$ cat src/hdl/rrqs_pkg.sv
// Shared types and constants of the round-robin quantum scheduler.
// No dependencies; every other file of the block refers to this package.
package rrqs_pkg;

    typedef logic [3:0]  t_pid;
    typedef logic [15:0] t_svc;
    typedef logic [2:0]  t_status;
    typedef logic [15:0] t_ftime;
    typedef logic [4:0]  t_qcnt;
    typedef logic [7:0]  t_quantum;

    localparam logic OP_ADMIT = 1'b0;
    localparam logic OP_TICK  = 1'b1;

    localparam t_status ST_ADMITTED  = 3'd0;
    localparam t_status ST_FULL_DROP = 3'd1;
    localparam t_status ST_IDLE_TICK = 3'd2;
    localparam t_status ST_RAN       = 3'd3;
    localparam t_status ST_FINISHED  = 3'd4;
    localparam t_status ST_PREEMPTED = 3'd5;

    localparam t_quantum QUANTUM_RST = 8'd2;

    // One queue entry held by a cell.
    typedef struct packed {
        t_pid id;
        t_svc remaining;
    } t_cell_data;

    // Per-cell commands: load has priority over shift, shift over decrement.
    typedef struct packed {
        logic load;
        logic shift;
        logic dec;
    } t_cell_ctrl;

endpackage

$ cat src/hdl/rrqs_in_if.sv
// Input channel of the scheduler: valid/ready handshake plus one item.
// Depends on rrqs_pkg for the payload types.
interface rrqs_in_if;
    logic           valid;
    logic           ready;
    logic           operation;
    rrqs_pkg::t_pid process_id;
    rrqs_pkg::t_svc service_time;

    modport source (output valid, output operation, output process_id,
                    output service_time, input ready);
    modport sink   (input valid, input operation, input process_id,
                    input service_time, output ready);
endinterface

$ cat src/hdl/rrqs_out_if.sv
// Result channel of the scheduler: valid/ready handshake plus one status item.
// Depends on rrqs_pkg for the payload types.
interface rrqs_out_if;
    logic              valid;
    logic              ready;
    rrqs_pkg::t_status status;
    rrqs_pkg::t_pid    running_process;
    rrqs_pkg::t_ftime  finish_time;
    rrqs_pkg::t_qcnt   queue_count;

    modport source (output valid, output status, output running_process,
                    output finish_time, output queue_count, input ready);
    modport sink   (input valid, input status, input running_process,
                    input finish_time, input queue_count, output ready);
endinterface

$ cat src/hdl/round_robin_quantum_scheduler_core.sv
// Round-robin quantum scheduler, top level.
// Depends on rrqs_pkg, rrqs_in_if, rrqs_out_if and rrqs_cell.
//
// Usage: the run queue is a row of MAX_PROCESSES cells; the head process
// always sits in cell 0 and the queue shifts toward it, so no pointers are
// kept. An admit (operation 0) stores the process in the first free cell and
// a tick (operation 1) runs cell 0 for one time unit. When a process uses up
// its quantum it is only marked; the move to the tail happens at the start of
// the next tick, so admits that arrive in between queue ahead of it. Every
// transfer in yields exactly one transfer out. Flow: a three-phase sequencer
// (idle, rotate, execute) handles one item at a time. An accepted item goes
// from idle to execute, where its result is registered; the tick that follows
// a preemption first passes through rotate, which shifts the row to move the
// head to the tail. Execute waits while an earlier result is still held and
// not taken. A new item is accepted only in idle, once the previous result
// has been registered, so items do not overlap. The quantum register is
// written via i_cfg_wr_en/i_cfg_wr_data and takes effect at the next reload.
module round_robin_quantum_scheduler_core #(
    parameter int MAX_PROCESSES = 16,
    parameter int TIME_BITS     = 16
) (
    input  logic                 i_clk,
    input  logic                 i_rst_n,
    input  logic                 i_cfg_wr_en,
    input  rrqs_pkg::t_quantum   i_cfg_wr_data,
    rrqs_in_if.sink              i_in,
    rrqs_out_if.source           o_out
);

    localparam int CW = $clog2(MAX_PROCESSES + 1);

    // Sequencer phases.
    localparam logic [1:0] S_IDLE   = 2'd0;
    localparam logic [1:0] S_ROTATE = 2'd1;
    localparam logic [1:0] S_EXEC   = 2'd2;

    // Control state.
    logic [1:0]          r_state,    n_state;
    logic [CW-1:0]       r_count,    n_count;
    rrqs_pkg::t_quantum  r_quantum;
    rrqs_pkg::t_quantum  r_qleft,    n_qleft;
    logic                r_rot_pend, n_rot_pend;
    logic [TIME_BITS-1:0] r_time,    n_time;
    logic                r_out_valid, n_out_valid;

    // Latched item payload.
    logic                r_op,  n_op;
    rrqs_pkg::t_pid      r_id,  n_id;
    rrqs_pkg::t_svc      r_svc, n_svc;

    // Result payload.
    rrqs_pkg::t_status   r_status,  n_status;
    rrqs_pkg::t_pid      r_running, n_running;
    rrqs_pkg::t_ftime    r_ftime,   n_ftime;
    rrqs_pkg::t_qcnt     r_qcnt,    n_qcnt;

    // Cell row.
    rrqs_pkg::t_cell_data w_cell  [MAX_PROCESSES];
    rrqs_pkg::t_cell_data w_right [MAX_PROCESSES];
    rrqs_pkg::t_cell_ctrl w_ctrl  [MAX_PROCESSES];
    rrqs_pkg::t_cell_data w_load_data;

    logic                w_out_free;
    logic                w_full;
    logic [CW-1:0]       w_last;
    rrqs_pkg::t_svc      w_rem_next;
    rrqs_pkg::t_quantum  w_qleft_dec;

    assign w_out_free  = !r_out_valid || o_out.ready;
    assign w_full      = (r_count == CW'(MAX_PROCESSES));
    assign w_last      = r_count - 1'b1;
    assign w_rem_next  = (w_cell[0].remaining != '0) ?
                         (w_cell[0].remaining - 1'b1) : w_cell[0].remaining;
    assign w_qleft_dec = r_qleft - 1'b1;

    // Each cell takes from its right neighbor; the last cell sees an empty entry.
    genvar g;
    generate
        for (g = 0; g < MAX_PROCESSES; g++) begin : g_cells
            if (g == MAX_PROCESSES - 1) begin : g_end
                assign w_right[g] = '0;
            end else begin : g_mid
                assign w_right[g] = w_cell[g+1];
            end
            rrqs_cell u_cell (
                .i_clk       (i_clk),
                .i_ctrl      (w_ctrl[g]),
                .i_right     (w_right[g]),
                .i_load_data (w_load_data),
                .o_data      (w_cell[g])
            );
        end
    endgenerate

    always_comb begin
        n_state     = r_state;
        n_count     = r_count;
        n_qleft     = r_qleft;
        n_rot_pend  = r_rot_pend;
        n_time      = r_time;
        n_op        = r_op;
        n_id        = r_id;
        n_svc       = r_svc;
        n_status    = r_status;
        n_running   = r_running;
        n_ftime     = r_ftime;
        n_qcnt      = r_qcnt;
        // Drop the result once the sink takes it.
        n_out_valid = r_out_valid && !o_out.ready;

        // Admit data by default, with a zero service time taken as one.
        w_load_data.id        = r_id;
        w_load_data.remaining = (r_svc == '0) ? rrqs_pkg::t_svc'(1) : r_svc;
        for (int i = 0; i < MAX_PROCESSES; i++) begin
            w_ctrl[i] = '0;
        end

        case (r_state)
            S_IDLE: begin
                if (i_in.valid) begin
                    n_op  = i_in.operation;
                    n_id  = i_in.process_id;
                    n_svc = i_in.service_time;
                    if ((i_in.operation == rrqs_pkg::OP_TICK) && r_rot_pend &&
                        (r_count != '0)) begin
                        n_state = S_ROTATE;
                    end else begin
                        n_state = S_EXEC;
                    end
                end
            end

            S_ROTATE: begin
                // Move the head to the tail: advance the row, reload the last slot.
                w_load_data = w_cell[0];
                for (int i = 0; i < MAX_PROCESSES; i++) begin
                    w_ctrl[i].load  = (CW'(i) == w_last);
                    w_ctrl[i].shift = (CW'(i) < w_last);
                end
                n_rot_pend = 1'b0;
                n_state    = S_EXEC;
            end

            S_EXEC: begin
                if (w_out_free) begin
                    n_out_valid = 1'b1;
                    n_running   = '0;
                    n_state     = S_IDLE;
                    if (r_op == rrqs_pkg::OP_ADMIT) begin
                        if (w_full) begin
                            n_status = rrqs_pkg::ST_FULL_DROP;
                        end else begin
                            for (int i = 0; i < MAX_PROCESSES; i++) begin
                                w_ctrl[i].load = (CW'(i) == r_count);
                            end
                            n_count  = r_count + 1'b1;
                            n_status = rrqs_pkg::ST_ADMITTED;
                        end
                        n_ftime = rrqs_pkg::t_ftime'(r_time);
                    end else begin
                        n_time     = r_time + 1'b1;
                        n_ftime    = rrqs_pkg::t_ftime'(n_time);
                        n_rot_pend = 1'b0;
                        if (r_count == '0) begin
                            n_status = rrqs_pkg::ST_IDLE_TICK;
                        end else begin
                            n_running = w_cell[0].id;
                            if (w_rem_next == '0) begin
                                // Finished: pop the head and reload the quantum.
                                for (int i = 0; i < MAX_PROCESSES; i++) begin
                                    w_ctrl[i].shift = 1'b1;
                                end
                                n_count  = r_count - 1'b1;
                                n_qleft  = r_quantum;
                                n_status = rrqs_pkg::ST_FINISHED;
                            end else begin
                                w_ctrl[0].dec = 1'b1;
                                if (w_qleft_dec == '0) begin
                                    // Expired: mark for rotation at the next tick.
                                    n_rot_pend = 1'b1;
                                    n_qleft    = r_quantum;
                                    n_status   = rrqs_pkg::ST_PREEMPTED;
                                end else begin
                                    n_qleft  = w_qleft_dec;
                                    n_status = rrqs_pkg::ST_RAN;
                                end
                            end
                        end
                    end
                    n_qcnt = rrqs_pkg::t_qcnt'(n_count);
                end
            end

            default: begin
                n_state = S_IDLE;
            end
        endcase
    end

    always_ff @(posedge i_clk) begin
        if (!i_rst_n) begin
            r_state     <= S_IDLE;
            r_count     <= '0;
            r_quantum   <= rrqs_pkg::QUANTUM_RST;
            r_qleft     <= rrqs_pkg::QUANTUM_RST;
            r_rot_pend  <= 1'b0;
            r_time      <= '0;
            r_out_valid <= 1'b0;
        end else begin
            r_state     <= n_state;
            r_count     <= n_count;
            r_qleft     <= n_qleft;
            r_rot_pend  <= n_rot_pend;
            r_time      <= n_time;
            r_out_valid <= n_out_valid;
            if (i_cfg_wr_en) begin
                r_quantum <= i_cfg_wr_data;
            end
        end
    end

    // Payload registers hold without reset.
    always_ff @(posedge i_clk) begin
        r_op      <= n_op;
        r_id      <= n_id;
        r_svc     <= n_svc;
        r_status  <= n_status;
        r_running <= n_running;
        r_ftime   <= n_ftime;
        r_qcnt    <= n_qcnt;
    end

    assign i_in.ready            = (r_state == S_IDLE);
    assign o_out.valid           = r_out_valid;
    assign o_out.status          = r_status;
    assign o_out.running_process = r_running;
    assign o_out.finish_time     = r_ftime;
    assign o_out.queue_count     = r_qcnt;

endmodule

$ cat src/hdl/rrqs_cell.sv
// One slot of the shifting run queue: holds a process id and its remaining time.
// Depends on rrqs_pkg for the entry and command structs.
module rrqs_cell (
    input  logic                 i_clk,
    input  rrqs_pkg::t_cell_ctrl i_ctrl,
    input  rrqs_pkg::t_cell_data i_right,
    input  rrqs_pkg::t_cell_data i_load_data,
    output rrqs_pkg::t_cell_data o_data
);

    rrqs_pkg::t_cell_data r_data;
    rrqs_pkg::t_cell_data n_data;

    always_comb begin
        n_data = r_data;
        if (i_ctrl.load) begin
            n_data = i_load_data;
        end else if (i_ctrl.shift) begin
            n_data = i_right;
        end else if (i_ctrl.dec && (r_data.remaining != '0)) begin
            n_data.remaining = r_data.remaining - 1'b1;
        end
    end

    always_ff @(posedge i_clk) begin
        r_data <= n_data;
    end

    assign o_data = r_data;

endmodule
$ cat src/flat_wrapper.sv
// flat-port wrapper written by rule: the top's interface ports become plain ports
module round_robin_quantum_scheduler_core_flat 
#(
    parameter int MAX_PROCESSES = 16,
    parameter int TIME_BITS     = 16
)
  (i_clk, i_rst_n, i_cfg_wr_en, i_cfg_wr_data, i_in_valid, i_in_operation, i_in_process_id, i_in_service_time, i_in_ready, o_out_valid, o_out_status, o_out_running_process, o_out_finish_time, o_out_queue_count, o_out_ready);
  rrqs_in_if i_in_i ();
  rrqs_out_if o_out_i ();
  input  logic i_clk;
  input  logic i_rst_n;
  input  logic i_cfg_wr_en;
  input  rrqs_pkg::t_quantum i_cfg_wr_data;
  input wire logic [$bits(i_in_i.valid)-1:0] i_in_valid;
  input wire logic [$bits(i_in_i.operation)-1:0] i_in_operation;
  input wire logic [$bits(i_in_i.process_id)-1:0] i_in_process_id;
  input wire logic [$bits(i_in_i.service_time)-1:0] i_in_service_time;
  output wire logic [$bits(i_in_i.ready)-1:0] i_in_ready;
  output wire logic [$bits(o_out_i.valid)-1:0] o_out_valid;
  output wire logic [$bits(o_out_i.status)-1:0] o_out_status;
  output wire logic [$bits(o_out_i.running_process)-1:0] o_out_running_process;
  output wire logic [$bits(o_out_i.finish_time)-1:0] o_out_finish_time;
  output wire logic [$bits(o_out_i.queue_count)-1:0] o_out_queue_count;
  input wire logic [$bits(o_out_i.ready)-1:0] o_out_ready;
  assign i_in_i.valid = i_in_valid;
  assign i_in_i.operation = i_in_operation;
  assign i_in_i.process_id = i_in_process_id;
  assign i_in_i.service_time = i_in_service_time;
  assign i_in_ready = i_in_i.ready;
  assign o_out_valid = o_out_i.valid;
  assign o_out_status = o_out_i.status;
  assign o_out_running_process = o_out_i.running_process;
  assign o_out_finish_time = o_out_i.finish_time;
  assign o_out_queue_count = o_out_i.queue_count;
  assign o_out_i.ready = o_out_ready;
  round_robin_quantum_scheduler_core #(.MAX_PROCESSES(MAX_PROCESSES), .TIME_BITS(TIME_BITS)) u_core (.i_clk(i_clk), .i_rst_n(i_rst_n), .i_cfg_wr_en(i_cfg_wr_en), .i_cfg_wr_data(i_cfg_wr_data), .i_in(i_in_i), .o_out(o_out_i));
endmodule
$ cat config.mk
export PLATFORM = sky130hd
export DESIGN_NAME = round_robin_quantum_scheduler_core_flat
export DESIGN_NICKNAME = d
export VERILOG_FILES = /design/src/hdl/rrqs_pkg.sv /design/src/hdl/rrqs_in_if.sv /design/src/hdl/rrqs_out_if.sv /design/src/hdl/round_robin_quantum_scheduler_core.sv /design/src/hdl/rrqs_cell.sv /design/src/flat_wrapper.sv
export SDC_FILE = /design/constraint.sdc
export NUM_CORES = 1
export LEC_CHECK = 0
export ABC_CLOCK_PERIOD_IN_PS = 6800
export BUFFER_PORTS_ARGS = -buffer_cell sky130_fd_sc_hd__buf_2
export CAP_MARGIN = 20
export CORE_ASPECT_RATIO = 0.5
export CORE_MARGIN = 4
export CORE_UTILIZATION = 45
export CTS_BUF_LIST = sky130_fd_sc_hd__clkbuf_4 sky130_fd_sc_hd__clkbuf_8
export DETAILED_ROUTE_END_ITERATION = 8
export SYNTH_ARGS = -nofsm -noshare
export SYNTH_HDL_FRONTEND = slang
export SYNTH_HIERARCHICAL = 1
export SYNTH_SLANG_ARGS = --single-unit
$ cat constraint.sdc
create_clock -name i_clk -period 6.8 [get_ports i_clk]
set_input_delay 0.68 -clock i_clk [delete_from_list [all_inputs] [get_ports i_clk]]
set_output_delay 0.68 -clock i_clk [all_outputs]
set_load 0.01 [all_outputs]
==> summary.txt <==
Outcome
  – Status: finished, final reports clean

STA
  – Rel. slew slack: between 20% and 30%
  – Hold_ws: 227 ps
  – Clock Skews: 38.6 ps
  – Setup TNS: 0 ps
  – Final Max Tran Viols: 0
  – RSZ-0062 raised after global routing: no
  – Setup ws final: around 1600 ps
  – Minimum clock period: around 5000 ps
  – Final Cycle Share: between 70% and 80%
  – Final hold viol count: 0
  – Setup violations, final: 0
  – Worst-margin pin slew: 1050 ps
  – Peak Freq: 194 MHz

GRT
  – GRT Overall Usage: 22.0%
  – Global-route wire length before repair: between 100000 and 150000 um
  – Largest net degree at the start of global routing: between 40 and 50
  – Vias in the first global route: 18900
  – GR Overflow Total: 0
  – Antenna violations before repair: 7

Yosys
  – Async set-or-reset flop fraction in the synthesized netlist: 0%
  – Most common flop cell mapped by yosys: edfxtp_1
  – Most common cell in the netlist: edfxtp_1
  – Synth Register Bits: 410
  – Post-synth top area cell: edfxtp_1
  – Avg Cell Area, Syn: 10.1 um^2
  – Warnings from Yosys: 6
  – Post-synth top area share: around 43%
  – Cells after Synth: roughly 2500
  – Largest cells by area after synthesis: edfxtp_1, mux2_2, xor2_1
  – Sequential fraction of the synthesis area: a little under half
  – Synth cell types: 80
  – Post-synth EDFFs: about 370
  – Top cells by count, synth: edfxtp_1, nand2_1, o21ai_0
  – Post-Syn Area: around 26000 um^2

Clocking
  – CTS tree: yes
  – Post-CTS Setup Bufs: 0
  – H-Tree Depth: 3
  – Worst skew pair latency: around 640 ps
  – Maximum clock insertion buffer count: 3
  – Worst-path clk slew: about 70 ps
  – Post-CTS Hold Buffers: 0
  – Total CTS buffers: 67
  – Clk sinks: 410
  – Root buf cell: clkbuf_8
  – Post-CTS Resized: 0

Route
  – Vias/cell: approximately 5.8
  – DRT antenna net count: 0
  – Detailed-route DRC error count: 0
  – DRT iter0 DRCs: 1865
  – Via count: just under 20000
  – Average wire per standard cell: 19.9 um
  – DRT Wirelength: a little under 70000 um
  – DRT Pass-1 Iters: 5

Final layout
  – Nets: approximately 2700
  – Syn-to-layout area delta: 9.38%
  – Layout cell share with drive strength beyond 1: about 15%

Setup path
  – First element of the critical path: u_core/r_count[0]
  – Critical Path End Type: flip-flop
  – Dominant delay contributor by cell family on the critical path: simple AND/OR/NAND/NOR gates
  – CP required: roughly 7000 ps
  – Critical-path top delay cell: a21boi_2
  – Most Frequent Cell on Critical Path: nor2_1
  – Worst EP arrival: between 5000 and 6000 ps
  – Critical Path Start Type: flip-flop
  – Critical path's largest stage delay: 910 ps
  – Crit-path cells: inv_1 > ha_1 > nor3b_2 > and2_1 > nor2_1 > nand2_2 > a21boi_2 > nor2_1 > nand2_1
  – Critical path class: flip-flop to flip-flop
  – Max FO, Critical Path: 20
  – RR Startpoint: u_core/r_count[0]
  – Buf/Inv on CP: 1

Floorplanning
  – Site row count: between 60 and 70
  – Core area: roughly 56000 um^2
  – Die area: 60900 um^2
  – Starting Density: between 40 and 50%
  – # IOs: between 60 and 70
  – Die height: approximately 180 um
  – Die X: 345 um

Job
  – Max Cap Viol: 0

Place
  – RD Place Congestion: 0.898
  – Port buffer count: 63
  – Pre-CTS setup slack: 1720 ps
  – Post-DP HPWL: around 46000 um

Min path
  – Hold path start: i_in_service_time[5]
  – HP Class: input port to flip-flop

Power
  – Power Total: slightly above 6000 uW
  – VDD IR-drop max: approximately 0.098 mV
  – Power per cell area: 217 nW/um^2
  – LEAKAGE: about 0.0092 uW
## cell type report
type | instances | area (um^2)
antenna | 1 | 2.50
clock buffer | 83 | 1060
clock inverter | 30 | 238
fill | 5181 | 27900
inverter | 96 | 360
multi-input combinational | 1934 | 12800
sequential | 410 | 11900
tap | 756 | 946
timing repair buffer | 96 | 583
## layer usage
layer | track usage, % | share of wire (%)
met5 | 0 | 0.010
met4 | 5.77 | 2.1
met3 | 4.30 | 6.7
met2 | 32.9 | 43
met1 | 32.6 | 49
## logic make-up after synthesis
logic type	count (synthesis)	synth area share (%)
xor+xnor	198	6.79
fa+ha+maj	29	1.42
compound gates	633	15.0
buf+inv	217	3.68
simple gates	868	19.2
flops	410	46.6
other cells	1	0.0147
mux	171	7.27
## cells in the final DEF, fill, tap and decap left out, types with 19 or more instances in the layout
cell      synthesis  routed
nor2_1          156     156
o21ai_1          41      41
ha_1             29      29
clkbuf_8          3      70
nor3_1           49      49
inv_1            90      90
o211ai_1         21      21
buf_4             1      32
nand2_1         279     279
dfxtp_1          41      41
conb_1            1      35
nand2b_1         37      37
mux2i_1          55      55
xnor2_1          73      73
nand4b_1         28      28
and2_1           22      22
or3_1            30      30
o21ai_0         176     176
nand3_1          62      62
clkinv_1          3      19
xor2_1          125     125
mux2_2          104     104
buf_2            16      63
nor2b_1          23      21
edfxtp_1        369     369
and3_1           23      23
o22ai_1          66      66
nand4_1          51      51
a21oi_1         166     165
a22oi_1          55      55
## path summary, 6_finish.rpt
kind / end / slack, ps / cells past startpoint
min: u_core/r_svc[5] / 230 / 1
min reg2reg: u_core/r_rot_pend / 480 / 2
max reg2reg: u_core/g_cells[13].u_cell/o_data[4] / 1650 / 9
max: u_core/g_cells[13].u_cell/o_data[4] / 1650 / 9
## report_power, final
part	switching, uW	internal [uW]	leakage [uW]
clock	1040	1170	0.000673
combinational	438	267	0.00468
sequential	212	2940	0.00388
total	1690	4380	0.00923
## state kept, by name, indices dropped and copies added, names as in the netlist
name,count
u_core/o_out.finish_time,16
u_core/r_op,1
u_core/r_svc,16
u_core/r_qleft,8
u_core/o_out.status,3
u_core/o_out.valid,1
u_core/o_out.running_process,4
u_core/g_cells.u_cell/o_data,320
u_core/r_id,4
u_core/r_quantum,8
u_core/r_rot_pend,1
u_core/r_time,16
u_core/r_count,5
u_core/r_state,2
u_core/o_out.queue_count,5
## through the flow
step	cells	util (%)	cell area [um^2]
2_1_floorplan	2561	-	25700
3_3_place_gp	3291	47.6	26600
3_5_place_dp	3291	47.6	26600
4_1_cts	3404	49.9	27900
5_1_grt	3406	50.0	27900
6_report	3406	50.0	27900
(Power assumes the default switching activity.)
